===== config.mk =====
export PLATFORM = sky130hd
export DESIGN_NAME = ps2_host_transceiver
export DESIGN_NICKNAME = d
export VERILOG_FILES = /design/src/rtl/core/ps2ht_pkg.sv /design/src/rtl/core/ps2ht_cfg_regs.sv /design/src/rtl/core/ps2ht_engine.sv /design/src/rtl/core/ps2_host_transceiver.sv
export SDC_FILE = /design/constraint.sdc
export NUM_CORES = 1
export LEC_CHECK = 0
export ABC_AREA = 1
export CORE_MARGIN = 1.5
export CORE_UTILIZATION = 25
export CTS_CLUSTER_DIAMETER = 150
export DETAILED_ROUTE_END_ITERATION = 16
export DONT_BUFFER_PORTS = 1
export SYNTH_ARGS = -nofsm -noshare
export SYNTH_HDL_FRONTEND = slang
export SYNTH_HIERARCHICAL = 1
export SYNTH_SLANG_ARGS = --single-unit

===== constraint.sdc =====
create_clock -name clk_i -period 5.3 [get_ports clk_i]
set_input_delay 0 -clock clk_i [delete_from_list [all_inputs] [get_ports clk_i]]
set_output_delay 0 -clock clk_i [all_outputs]
set_load 0.01 [all_outputs]

===== src/rtl/core/ps2ht_pkg.sv =====
// ----------------------------------------------------------------------------
// PS/2 host transceiver package
// Shared types, codes and reset constants of the PS/2 host line engine.
// ----------------------------------------------------------------------------
package ps2ht_pkg;

  localparam int unsigned DATA_BITS  = 8;
  localparam int unsigned TICK_W     = 16;
  localparam int unsigned CFG_IDX_W  = 3;
  localparam int unsigned BIT_IDX_W  = 4;

  typedef enum logic [1:0] {
    OP_NONE = 2'd0,
    OP_SEND = 2'd1,
    OP_RECV = 2'd2,
    OP_RSVD = 2'd3
  } opcode_e;

  typedef enum logic [CFG_IDX_W-1:0] {
    REG_RELEASE_WAIT  = 3'd0,
    REG_CLOCK_INHIBIT = 3'd1,
    REG_DATA_LEAD     = 3'd2,
    REG_POST_PARITY   = 3'd3,
    REG_RX_RELEASE    = 3'd4,
    REG_START_BIT     = 3'd5
  } cfg_reg_e;

  localparam logic [TICK_W-1:0] RELEASE_WAIT_RST  = 16'd300;
  localparam logic [TICK_W-1:0] CLOCK_INHIBIT_RST = 16'd300;
  localparam logic [TICK_W-1:0] DATA_LEAD_RST     = 16'd10;
  localparam logic [TICK_W-1:0] POST_PARITY_RST   = 16'd50;
  localparam logic [TICK_W-1:0] RX_RELEASE_RST    = 16'd50;
  localparam logic [TICK_W-1:0] START_BIT_RST     = 16'd5;

  typedef struct packed {
    logic [TICK_W-1:0] release_wait;
    logic [TICK_W-1:0] clock_inhibit;
    logic [TICK_W-1:0] data_lead;
    logic [TICK_W-1:0] post_parity;
    logic [TICK_W-1:0] rx_release;
    logic [TICK_W-1:0] start_bit;
  } cfg_t;

  typedef struct packed {
    logic                 clk_line;
    logic                 data_line;
    logic [1:0]           opcode;
    logic [DATA_BITS-1:0] tx_byte;
  } item_t;

  typedef struct packed {
    logic                 clk_pull_low;
    logic                 data_pull_low;
    logic [DATA_BITS-1:0] rx_byte;
    logic                 rx_valid;
    logic                 tx_done;
    logic                 busy_res;
  } result_t;

endpackage


===== src/rtl/core/ps2ht_cfg_regs.sv =====
// ----------------------------------------------------------------------------
// PS/2 host timing registers
// Holds the six tick counts that time the line sequences.
// ----------------------------------------------------------------------------
module ps2ht_cfg_regs (
  input  logic                                clk_i,
  input  logic                                rst_ni,
  input  logic                                cfg_we_i,
  input  logic [ps2ht_pkg::CFG_IDX_W-1:0]     cfg_index_i,
  input  logic [ps2ht_pkg::TICK_W-1:0]        cfg_data_i,
  output ps2ht_pkg::cfg_t                     cfg_o
);

  ps2ht_pkg::cfg_t cfg_d, cfg_q;

  always_comb begin
    cfg_d = cfg_q;
    if (cfg_we_i) begin
      case (ps2ht_pkg::cfg_reg_e'(cfg_index_i))
        ps2ht_pkg::REG_RELEASE_WAIT:  cfg_d.release_wait  = cfg_data_i;
        ps2ht_pkg::REG_CLOCK_INHIBIT: cfg_d.clock_inhibit = cfg_data_i;
        ps2ht_pkg::REG_DATA_LEAD:     cfg_d.data_lead     = cfg_data_i;
        ps2ht_pkg::REG_POST_PARITY:   cfg_d.post_parity   = cfg_data_i;
        ps2ht_pkg::REG_RX_RELEASE:    cfg_d.rx_release    = cfg_data_i;
        ps2ht_pkg::REG_START_BIT:     cfg_d.start_bit     = cfg_data_i;
        default: ;
      endcase
    end
  end

  always_ff @(posedge clk_i or negedge rst_ni) begin
    if (!rst_ni) begin
      cfg_q.release_wait  <= ps2ht_pkg::RELEASE_WAIT_RST;
      cfg_q.clock_inhibit <= ps2ht_pkg::CLOCK_INHIBIT_RST;
      cfg_q.data_lead     <= ps2ht_pkg::DATA_LEAD_RST;
      cfg_q.post_parity   <= ps2ht_pkg::POST_PARITY_RST;
      cfg_q.rx_release    <= ps2ht_pkg::RX_RELEASE_RST;
      cfg_q.start_bit     <= ps2ht_pkg::START_BIT_RST;
    end else begin
      cfg_q <= cfg_d;
    end
  end

  assign cfg_o = cfg_q;

endmodule


===== src/rtl/core/ps2ht_engine.sv =====
// ----------------------------------------------------------------------------
// PS/2 host line engine
// Phase machine and shift state; advances one step for each sample taken.
// ----------------------------------------------------------------------------
module ps2ht_engine (
  input  logic                  clk_i,
  input  logic                  rst_ni,
  input  logic                  step_i,
  input  ps2ht_pkg::item_t      item_i,
  input  ps2ht_pkg::cfg_t       cfg_i,
  output ps2ht_pkg::result_t    res_o
);

  typedef enum logic [21:0] {
    PH_IDLE           = 22'h000001,
    PH_TX_REL         = 22'h000002,
    PH_TX_INH         = 22'h000004,
    PH_TX_LEAD        = 22'h000008,
    PH_TX_START_LOW   = 22'h000010,
    PH_TX_BIT_HIGH    = 22'h000020,
    PH_TX_BIT_LOW     = 22'h000040,
    PH_TX_PAR_HIGH    = 22'h000080,
    PH_TX_PAR_LOW     = 22'h000100,
    PH_TX_POST        = 22'h000200,
    PH_TX_ACK_LOW     = 22'h000400,
    PH_TX_IDLE_WAIT   = 22'h000800,
    PH_RX_REL         = 22'h001000,
    PH_RX_START_LOW   = 22'h002000,
    PH_RX_START_DELAY = 22'h004000,
    PH_RX_START_HIGH  = 22'h008000,
    PH_RX_BIT_LOW     = 22'h010000,
    PH_RX_BIT_HIGH    = 22'h020000,
    PH_RX_SKIP1       = 22'h040000,
    PH_RX_SKIP2       = 22'h080000,
    PH_RX_SKIP3       = 22'h100000,
    PH_RX_SKIP4       = 22'h200000
  } phase_e;

  localparam logic [ps2ht_pkg::BIT_IDX_W-1:0] LastBit =
    ps2ht_pkg::BIT_IDX_W'(ps2ht_pkg::DATA_BITS);

  phase_e                               phase_d, phase_q;
  logic [ps2ht_pkg::TICK_W-1:0]         tick_d, tick_q;
  logic [ps2ht_pkg::DATA_BITS-1:0]      shift_d, shift_q;
  logic [ps2ht_pkg::BIT_IDX_W-1:0]      bit_idx_d, bit_idx_q;
  logic                                 parity_d, parity_q;
  logic                                 clk_hold_d, clk_hold_q;
  logic                                 data_hold_d, data_hold_q;
  logic [ps2ht_pkg::DATA_BITS-1:0]      last_rx_d, last_rx_q;

  logic [ps2ht_pkg::TICK_W-1:0]         limit;
  logic [ps2ht_pkg::TICK_W-1:0]         tick_inc;
  logic                                 wait_done;
  logic [ps2ht_pkg::BIT_IDX_W-1:0]      bit_idx_inc;
  logic                                 par_next;
  logic [ps2ht_pkg::DATA_BITS-1:0]      shift_rsh;
  logic                                 rx_valid, tx_done;

  always_comb begin
    case (phase_q)
      PH_TX_REL:         limit = cfg_i.release_wait;
      PH_TX_INH:         limit = cfg_i.clock_inhibit;
      PH_TX_LEAD:        limit = cfg_i.data_lead;
      PH_TX_POST:        limit = cfg_i.post_parity;
      PH_RX_REL:         limit = cfg_i.rx_release;
      PH_RX_START_DELAY: limit = cfg_i.start_bit;
      default:           limit = '0;
    endcase
  end

  // The counter only climbs while below the limit, so the increment never wraps.
  assign tick_inc    = (tick_q < limit) ? tick_q + 1'b1 : tick_q;
  assign wait_done   = (tick_inc >= limit);
  assign bit_idx_inc = bit_idx_q + 1'b1;
  assign par_next    = parity_q ^ shift_q[0];
  assign shift_rsh   = shift_q >> 1;

  always_comb begin
    phase_d     = phase_q;
    tick_d      = tick_q;
    shift_d     = shift_q;
    bit_idx_d   = bit_idx_q;
    parity_d    = parity_q;
    clk_hold_d  = clk_hold_q;
    data_hold_d = data_hold_q;
    last_rx_d   = last_rx_q;
    rx_valid    = 1'b0;
    tx_done     = 1'b0;
    if (step_i) begin
      case (phase_q)
        PH_IDLE: begin
          if (item_i.opcode == ps2ht_pkg::OP_SEND) begin
            shift_d     = item_i.tx_byte;
            parity_d    = 1'b1;
            bit_idx_d   = '0;
            clk_hold_d  = 1'b0;
            data_hold_d = 1'b0;
            tick_d      = '0;
            phase_d     = PH_TX_REL;
          end else if (item_i.opcode == ps2ht_pkg::OP_RECV) begin
            shift_d     = '0;
            bit_idx_d   = '0;
            clk_hold_d  = 1'b0;
            data_hold_d = 1'b0;
            tick_d      = '0;
            phase_d     = PH_RX_REL;
          end
        end
        PH_TX_REL: begin
          tick_d = tick_inc;
          if (wait_done) begin
            clk_hold_d = 1'b1;
            tick_d     = '0;
            phase_d    = PH_TX_INH;
          end
        end
        PH_TX_INH: begin
          tick_d = tick_inc;
          if (wait_done) begin
            data_hold_d = 1'b1;
            tick_d      = '0;
            phase_d     = PH_TX_LEAD;
          end
        end
        PH_TX_LEAD: begin
          tick_d = tick_inc;
          if (wait_done) begin
            clk_hold_d = 1'b0;
            phase_d    = PH_TX_START_LOW;
          end
        end
        PH_TX_START_LOW: begin
          if (!item_i.clk_line) begin
            data_hold_d = ~shift_q[0];
            phase_d     = PH_TX_BIT_HIGH;
          end
        end
        PH_TX_BIT_HIGH: begin
          if (item_i.clk_line) phase_d = PH_TX_BIT_LOW;
        end
        PH_TX_BIT_LOW: begin
          if (!item_i.clk_line) begin
            parity_d  = par_next;
            shift_d   = shift_rsh;
            bit_idx_d = bit_idx_inc;
            if (bit_idx_inc >= LastBit) begin
              data_hold_d = ~par_next;
              phase_d     = PH_TX_PAR_HIGH;
            end else begin
              data_hold_d = ~shift_rsh[0];
              phase_d     = PH_TX_BIT_HIGH;
            end
          end
        end
        PH_TX_PAR_HIGH: begin
          if (item_i.clk_line) phase_d = PH_TX_PAR_LOW;
        end
        PH_TX_PAR_LOW: begin
          if (!item_i.clk_line) begin
            data_hold_d = 1'b0;
            tick_d      = '0;
            phase_d     = PH_TX_POST;
          end
        end
        PH_TX_POST: begin
          tick_d = tick_inc;
          if (wait_done) phase_d = PH_TX_ACK_LOW;
        end
        PH_TX_ACK_LOW: begin
          if (!item_i.clk_line) phase_d = PH_TX_IDLE_WAIT;
        end
        PH_TX_IDLE_WAIT: begin
          if (item_i.clk_line && item_i.data_line) begin
            clk_hold_d = 1'b1;
            tx_done    = 1'b1;
            phase_d    = PH_IDLE;
          end
        end
        PH_RX_REL: begin
          tick_d = tick_inc;
          if (wait_done) phase_d = PH_RX_START_LOW;
        end
        PH_RX_START_LOW: begin
          if (!item_i.clk_line) begin
            tick_d  = '0;
            phase_d = PH_RX_START_DELAY;
          end
        end
        PH_RX_START_DELAY: begin
          tick_d = tick_inc;
          if (wait_done) phase_d = PH_RX_START_HIGH;
        end
        PH_RX_START_HIGH: begin
          if (item_i.clk_line) phase_d = PH_RX_BIT_LOW;
        end
        PH_RX_BIT_LOW: begin
          if (!item_i.clk_line) begin
            shift_d[bit_idx_q[2:0]] = item_i.data_line;
            phase_d                 = PH_RX_BIT_HIGH;
          end
        end
        PH_RX_BIT_HIGH: begin
          if (item_i.clk_line) begin
            bit_idx_d = bit_idx_inc;
            phase_d   = (bit_idx_inc >= LastBit) ? PH_RX_SKIP1 : PH_RX_BIT_LOW;
          end
        end
        PH_RX_SKIP1: begin
          if (!item_i.clk_line) phase_d = PH_RX_SKIP2;
        end
        PH_RX_SKIP2: begin
          if (item_i.clk_line) phase_d = PH_RX_SKIP3;
        end
        PH_RX_SKIP3: begin
          if (!item_i.clk_line) phase_d = PH_RX_SKIP4;
        end
        PH_RX_SKIP4: begin
          if (item_i.clk_line) begin
            clk_hold_d = 1'b1;
            last_rx_d  = shift_q;
            rx_valid   = 1'b1;
            phase_d    = PH_IDLE;
          end
        end
        default: phase_d = PH_IDLE;
      endcase
    end
  end

  always_ff @(posedge clk_i or negedge rst_ni) begin
    if (!rst_ni) begin
      phase_q     <= PH_IDLE;
      tick_q      <= '0;
      shift_q     <= '0;
      bit_idx_q   <= '0;
      parity_q    <= 1'b1;
      clk_hold_q  <= 1'b0;
      data_hold_q <= 1'b0;
      last_rx_q   <= '0;
    end else begin
      phase_q     <= phase_d;
      tick_q      <= tick_d;
      shift_q     <= shift_d;
      bit_idx_q   <= bit_idx_d;
      parity_q    <= parity_d;
      clk_hold_q  <= clk_hold_d;
      data_hold_q <= data_hold_d;
      last_rx_q   <= last_rx_d;
    end
  end

  assign res_o.clk_pull_low  = clk_hold_d;
  assign res_o.data_pull_low = data_hold_d;
  assign res_o.rx_byte       = last_rx_d;
  assign res_o.rx_valid      = rx_valid;
  assign res_o.tx_done       = tx_done;
  assign res_o.busy_res      = (phase_d != PH_IDLE);

endmodule


===== src/rtl/core/ps2_host_transceiver.sv =====
// ----------------------------------------------------------------------------
// PS/2 host transceiver
// Host side line engine for a PS/2 port, stepped once per sampled tick.
// ----------------------------------------------------------------------------
// Each request on the input channel is one tick: the sampled clock and data
// levels plus a command (none, send a byte, receive a byte). Commands are
// only taken while the engine is idle. Every request yields exactly one
// result on the output channel: the line drive levels, the last received
// byte, one-tick receive and send strobes and a busy flag.
// A request is captured in an input register, stepped through the phase
// machine once the output register is free, and lands in the output
// register. One request is taken per cycle while the output is not
// stalled; each request advances the phase machine by one step.
// When the receiver stalls, the output register holds its result and the
// input register fills; the input stall rises only when both are full.
// Reset clears the engine line holds, returns it to idle and loads the timing
// registers with their default tick counts. The user writes timing registers
// through the configuration port while no request is in flight (not enforced).
// ----------------------------------------------------------------------------
module ps2_host_transceiver (
  input  logic                                clk_i,
  input  logic                                rst_ni,
  input  logic                                cfg_we_i,
  input  logic [ps2ht_pkg::CFG_IDX_W-1:0]     cfg_index_i,
  input  logic [ps2ht_pkg::TICK_W-1:0]        cfg_data_i,
  input  logic                                in_valid_i,
  output logic                                in_stall_o,
  input  logic                                clk_line_i,
  input  logic                                data_line_i,
  input  logic [1:0]                          opcode_i,
  input  logic [ps2ht_pkg::DATA_BITS-1:0]     tx_byte_i,
  output logic                                out_valid_o,
  input  logic                                out_stall_i,
  output logic                                clk_pull_low_o,
  output logic                                data_pull_low_o,
  output logic [ps2ht_pkg::DATA_BITS-1:0]     rx_byte_o,
  output logic                                rx_valid_o,
  output logic                                tx_done_o,
  output logic                                busy_res_o
);

  ps2ht_pkg::cfg_t    cfg;
  ps2ht_pkg::item_t   item_q;
  ps2ht_pkg::result_t res_step, res_q;
  logic               in_vld_q, out_vld_q;
  logic               out_free, step, in_take;

  ps2ht_cfg_regs u_cfg_regs (
    .clk_i       (clk_i),
    .rst_ni      (rst_ni),
    .cfg_we_i    (cfg_we_i),
    .cfg_index_i (cfg_index_i),
    .cfg_data_i  (cfg_data_i),
    .cfg_o       (cfg)
  );

  assign out_free   = !out_vld_q || !out_stall_i;
  assign step       = in_vld_q && out_free;
  assign in_stall_o = in_vld_q && !out_free;
  assign in_take    = in_valid_i && !in_stall_o;

  ps2ht_engine u_engine (
    .clk_i  (clk_i),
    .rst_ni (rst_ni),
    .step_i (step),
    .item_i (item_q),
    .cfg_i  (cfg),
    .res_o  (res_step)
  );

  always_ff @(posedge clk_i or negedge rst_ni) begin
    if (!rst_ni) begin
      in_vld_q  <= 1'b0;
      out_vld_q <= 1'b0;
    end else begin
      if (in_take) begin
        in_vld_q <= 1'b1;
      end else if (step) begin
        in_vld_q <= 1'b0;
      end
      if (step) begin
        out_vld_q <= 1'b1;
      end else if (!out_stall_i) begin
        out_vld_q <= 1'b0;
      end
    end
  end

  always_ff @(posedge clk_i) begin
    if (in_take) begin
      item_q.clk_line  <= clk_line_i;
      item_q.data_line <= data_line_i;
      item_q.opcode    <= opcode_i;
      item_q.tx_byte   <= tx_byte_i;
    end
    if (step) begin
      res_q <= res_step;
    end
  end

  assign out_valid_o     = out_vld_q;
  assign clk_pull_low_o  = res_q.clk_pull_low;
  assign data_pull_low_o = res_q.data_pull_low;
  assign rx_byte_o       = res_q.rx_byte;
  assign rx_valid_o      = res_q.rx_valid;
  assign tx_done_o       = res_q.tx_done;
  assign busy_res_o      = res_q.busy_res;

`ifndef ASSERT_OFF
  a_one_strobe: assert property (@(posedge clk_i) disable iff (!rst_ni)
    out_vld_q |-> !(res_q.rx_valid && res_q.tx_done))
    else $error("receive and send strobes raised on the same tick");

  a_done_idle: assert property (@(posedge clk_i) disable iff (!rst_ni)
    out_vld_q && (res_q.rx_valid || res_q.tx_done) |->
      !res_q.busy_res && res_q.clk_pull_low)
    else $error("transfer finished without idling and holding clock low");

  a_step_fills: assert property (@(posedge clk_i) disable iff (!rst_ni)
    step |=> out_vld_q)
    else $error("stepped request produced no result");

  a_no_overrun: assert property (@(posedge clk_i) disable iff (!rst_ni)
    in_vld_q && out_vld_q && out_stall_i |=> in_vld_q && $stable(item_q))
    else $error("pending request lost while output stalled");
`endif

endmodule


Word-level counts from Yosys, hierarchy flattened. Cells that the tools add are included.

Bits in registers: 184. Bits of input ports: 36. Output and inout port bits: 15. Logic and storage cells: 179.

Magnitude comparators: 5. Muxes and demuxes: 76. Bitwise logic cells: 4. Equal/unequal tests: 37. Reduce and logical (&&, ||, !) cells: 29. $add $sub $neg: 2.

Operators with widths (count): 22-bit 2-to-1 mux (24); 22-bit case mux with 22 select lines (1); 16-bit case mux with 6 select lines (1); 16-bit 2-to-1 mux (5); 8-bit 2-to-1 mux (8); 16-bit case mux with 4 select lines (1); 1-bit 2-to-1 mux (24); 8-bit case mux with 3 select lines (1); 22-bit by 1-bit == test with 1-bit output (second input constant) (1); 22-bit by 10-bit == test with 1-bit output (second input constant) (1); 22-bit by 11-bit == test with 1-bit output (second input constant) (1); 22-bit by 12-bit == test with 1-bit output (second input constant) (1); 22-bit by 13-bit == test with 1-bit output (second input constant) (1); 22-bit by 14-bit == test with 1-bit output (second input constant) (1); 22-bit by 15-bit == test with 1-bit output (second input constant) (1); 22-bit by 16-bit == test with 1-bit output (second input constant) (1); 22-bit by 17-bit == test with 1-bit output (second input constant) (1); 22-bit by 18-bit == test with 1-bit output (second input constant) (1); 22-bit by 19-bit == test with 1-bit output (second input constant) (1); 22-bit by 2-bit == test with 1-bit output (second input constant) (1); 22-bit by 20-bit == test with 1-bit output (second input constant) (1); 22-bit by 21-bit == test with 1-bit output (second input constant) (1); 22-bit == test (second input constant) (1); 22-bit by 3-bit == test with 1-bit output (second input constant) (1); other kinds (43) (72).

Depth between registers and ports, before layout.
Depth after elaboration: 9. Mapped depth: 40. Gate-level depth less buffers: 39.

Cells and area by module. The synthesis kept the hierarchy.

Modules (own cells, without submodules): ps2ht_engine (cells an instance 934, sequential area each 1529.0 sq um, area an instance 6029.5 sq um, times used 1); ps2ht_cfg_regs (cells an instance 425, sequential area each 2424.8 sq um, area an instance 3797.4 sq um, times used 1); ps2_host_transceiver (cells an instance 37, sequential area each 800.8 sq um, area an instance 845.8 sq um, times used 1).

Worst setup path before layout. Ideal clock, no wire load.

Kind: register to register. Start: reg u_engine.phase_q[0]. End: reg res_q, in the netlist busy_res_o, data pin. Period minus slack after synthesis: 5.198 ns. Setup slack: 0.102 ns. Stages on the path, launching flop included: 34. Path buffers: 1. Arrival time: 4.931 ns. Required time: 5.033 ns. Setup time: 0.267 ns. Path through: dfstp_2 -> nor2_2 -> nand2_2 -> inv_2 -> nand2_2 -> nor2_2 -> nand2_1 -> inv_1 -> clkbuf_1 -> a22o_1 -> a211oi_1 -> ha_1 -> a21oi_1 -> o21a_1 -> nand2_1 -> nor3_1 -> nand3_1 -> nor3_1 -> and3_1 -> nand3_1 -> nand2_1 -> inv_1 -> ha_1 -> a21oi_1 -> o21a_1 -> nor2_1 -> nor2_1 -> nand2_1 -> o21ai_0 -> nand2_1 -> a21oi_1 -> nand2_1 -> nor2_1 -> nand4_1.

RTL lines: start, declared (RTL line ps2ht_engine.sv:42) `phase_e phase_d, phase_q;`; start signal, assigned (RTL line ps2ht_engine.sv:241) `phase_q <= phase_d;`; end signal, assigned (RTL line ps2_host_transceiver.sv:97) `res_q <= res_step;`; end, declared (RTL line ps2_host_transceiver.sv:44) `ps2ht_pkg::result_t res_step, res_q;`.

==> impl_metrics.py <==
metrics = {
    "placed_design": {
        "dp_hpwl_um": 22300,
        "post-place-ws_ps": -551,
        "routabilityCongestion": 0.867,
        "io_buffers": 0,
        "place_inst": 2015,
        "place_area_mm2": 0.0121,
    },
    "setup_path": {
        "critPathMaxFanout": 6,
        "cp.arrival_ps": 5590,
        "critPathMostFrequentCell": "nand2_2",
        "critPathCaptureType": "flop",
        "worstPathRequired_ps": 5510,
        "critPathKind": "reg -> reg",
        "critical-path-max-stage-delay_ps": 460,
        "crit_slowest_cell": "dfrtp_1",
        "cp-start-kind": "flop",
    },
    "power_and_ir_drop": {
        "powerDensity_mw_per_mm2": 539,
        "p_int_mw": 4.37,
        "switching_share": 0.424,
        "ir_worst_vdd_mv": 0.366,
        "netSwitchingPower_mw": 3.22,
        "clkPwrFrac": 0.176,
        "seqPwrFrac": 0.248,
        "combPwrFrac": 0.575,
        "p_leak_nw": 6.94,
    },
    "timing": {
        "drv_slew": 0,
        "rsz0062_at_grt": "true",
        "post-route-period-util": 1.02,
        "slew_headroom": 0.309,
        "clock_skew_ps": 12.8,
        "setup_violations": 2,
        "setup_ws_ps": -79.6,
        "fmax_ghz": 0.186,
        "finalSetupTns_ps": -107,
        "hold_viol_final": 0,
        "period_minus_slack_ps": 5380,
        "worstMarginPinSlew_ps": 1040,
        "whs_ps": 32.0,
    },
    "cells_and_area": {
        "mostFrequentLayoutCell": "nand2_1",
        "syn2layout_area_growth_pct": 32.0,
        "drive_gt1_frac": 0.229,
        "final_nets": 1651,
        "finalInstanceArea_mm2": 0.0141,
        "fin_cells": 2133,
        "layout_common_cells": "nand2_1, buf_4, nand3_1, dfrtp_1, inv_1",
        "fillCellCount": 4318,
    },
    "clock_tree": {
        "cts_num_sinks": 184,
        "cts_tree": "built",
        "clk_path_buf_depth": 2,
        "htreeDepth": 4,
        "root_buffer": "clkbuf_16",
        "clk_pin_slew_ps": 80,
        "clock_latency_ps": 470,
        "cts_buffers": 17,
    },
    "synth": {
        "synth_area_mm2": 0.0107,
        "ys.flop_type": "dfrtp_1",
        "synth_edf_count": 25,
        "synth_seq_cells": 184,
        "yosys_warnings": 6,
        "synthCells": 1396,
        "avgSynthCellArea_um2": 7.65,
        "synth.distinct_cells": 50,
        "synthArstFlopShare": 0.864,
        "syn_nets": 1467,
        "ys_seq_area_frac": 0.445,
    },
    "detailed_routing": {
        "vias": 10300,
        "drtPass1Iterations": 5,
        "routed_wl_um": 33400,
        "drtIter0Drc": 813,
        "ant_nets": 0,
        "post_drt_wl_per_cell_um": 15.7,
        "drc_errors": 0,
        "viasPerCell": 4.85,
    },
    "global_routing": {
        "grt_pass1_wl_um": 53000,
        "grt_antenna_before_repair": 1,
        "grt_max_degree": 160,
        "grt_pass1_vias": 9927,
        "track_usage": 0.153,
        "grt_overflow": 0,
    },
    "floorplanning": {
        "fp.dieH_um": 210,
        "row_count": 75,
        "dieWidth_um": 210,
        "ioPinCount": 51,
        "initial_core_util": 0.254,
        "core-area_mm2": 0.0420,
        "dieArea_mm2": 0.0439,
    },
    "flow_run": {
        "cap_violations": 0,
    },
    "outcome": {
        "violations": "setup timing",
        "status": "complete, but fails checks",
    },
    "min_path": {
        "min_path_type": "in -> reg",
    },
}
[sequential cells by signal, indices dropped and copies added (netlist names), 4 cells and up]
register / flops
u_engine/last_rx_q: 8
u_engine/tick_q: 16
u_engine/phase_q: 22
u_engine/bit_idx_q: 4
u_cfg_regs/cfg_o: 96
u_engine/shift_q: 8
rx_byte_o: 8
item_q: 12
[layout make-up]
type	count	area, um^2	share of cell area
diodes	1	2.50	0.000178
clock buffers	18	450	0.0320
clock inverters	14	159	0.0113
inverters	143	553	0.0393
multi-input cells	1020	5630	0.399
flip-flops and latches	184	4750	0.338
well taps	539	674	0.0479
repair buffers	213	1860	0.132
repair inverters	1	7.51	0.000533
[per-layer routing]
| metal | global-route usage | wire length, um |
|---|---|---|
| met5 | 0 | 0 |
| met4 | 0.0585 | 855 |
| met3 | 0.0245 | 2190 |
| met2 | 0.250 | 15900 |
| met1 | 0.202 | 14500 |
[cells by family (layout without fill, tap and decap cells)]
| kind of cell | Yosys count | after routing | share of synthesized area |
|---|---|---|---|
| compound gates | 161 | 161 | 0.0939 |
| flops | 184 | 184 | 0.445 |
| other cells | 0 | 1 | 0 |
| xor+xnor | 4 | 4 | 0.00328 |
| fa+ha+maj | 35 | 35 | 0.0410 |
| buf+inv | 193 | 389 | 0.0756 |
| simple gates | 819 | 820 | 0.341 |
[cells in the mapped netlist, types with 15 or more instances]
master,count,area share
a211oi_1,17,0.012
a21oi_1,43,0.020
a22o_1,15,0.012
buf_2,16,0.0075
clkbuf_1,19,0.0067
dfrtp_1,139,0.33
dfstp_2,20,0.049
edfxtp_1,25,0.070
ha_1,35,0.041
inv_1,128,0.045
nand2_1,465,0.16
nand3_1,162,0.076
nand4_1,37,0.022
nor2_1,78,0.027
nor3_1,21,0.0098
o21ai_0,50,0.023
[through the flow]
step	util	power, mW
floorplan	-	3.72
global placement	0.289	4.84
detailed placement	0.289	4.92
CTS	0.319	6.42
global route	0.335	8.11
finish	0.335	7.59
[power groups by stage]
stage                     clock network (mW)  logic (mW)  registers (mW)
after global placement                     0        2.95            1.90
after floorplan                            0        1.87            1.85
after global routing                    1.42        4.78            1.92
after detailed placement                   0        3.02            1.90
after CTS                               1.37        3.17            1.88
final                                   1.34        4.37            1.89
[worst max-delay path, delay by kind of cell, from the launching register on]
family / cells / cell delay [ps]
flip-flops: 1 / 460
adder cells (fa/ha/maj): 2 / 490
buffers and inverters: 7 / 930
AND/OR/NAND/NOR: 17 / 2000
AO/OA/AOI/OAI: 8 / 1240
[final timing paths]
path | start | endpoint | slack (ps) | cells after the start
min reg2reg | u_cfg_regs/cfg_o[20] | u_cfg_regs/cfg_o[20] | 470 | 2
max | u_engine/phase_q[12] | busy_res_o | -80 | 34
max in group asynchronous | rst_ni | u_engine/phase_q[6] | 4320 | 2
min | in_valid_i | item_q[9] | 30 | 2
min in group asynchronous | rst_ni | u_engine/last_rx_q[3] | 90 | 2
max reg2reg | u_engine/phase_q[12] | busy_res_o | -80 | 34
[timing repair]
| item | 4_1_cts | 5_1_grt |
|---|---|---|
| hold endpoints to repair | 269 | 0 |
| setup endpoints to repair | 24 | 28 |
| pin swaps | 4 | 66 |
| gates cloned | 1 | 1 |
| buffers inserted | 3 | 34 |
| gates resized for setup | 31 | 110 |
| hold buffers | 46 | 0 |
No activity file was read; power rests on OpenSTA's default activity.
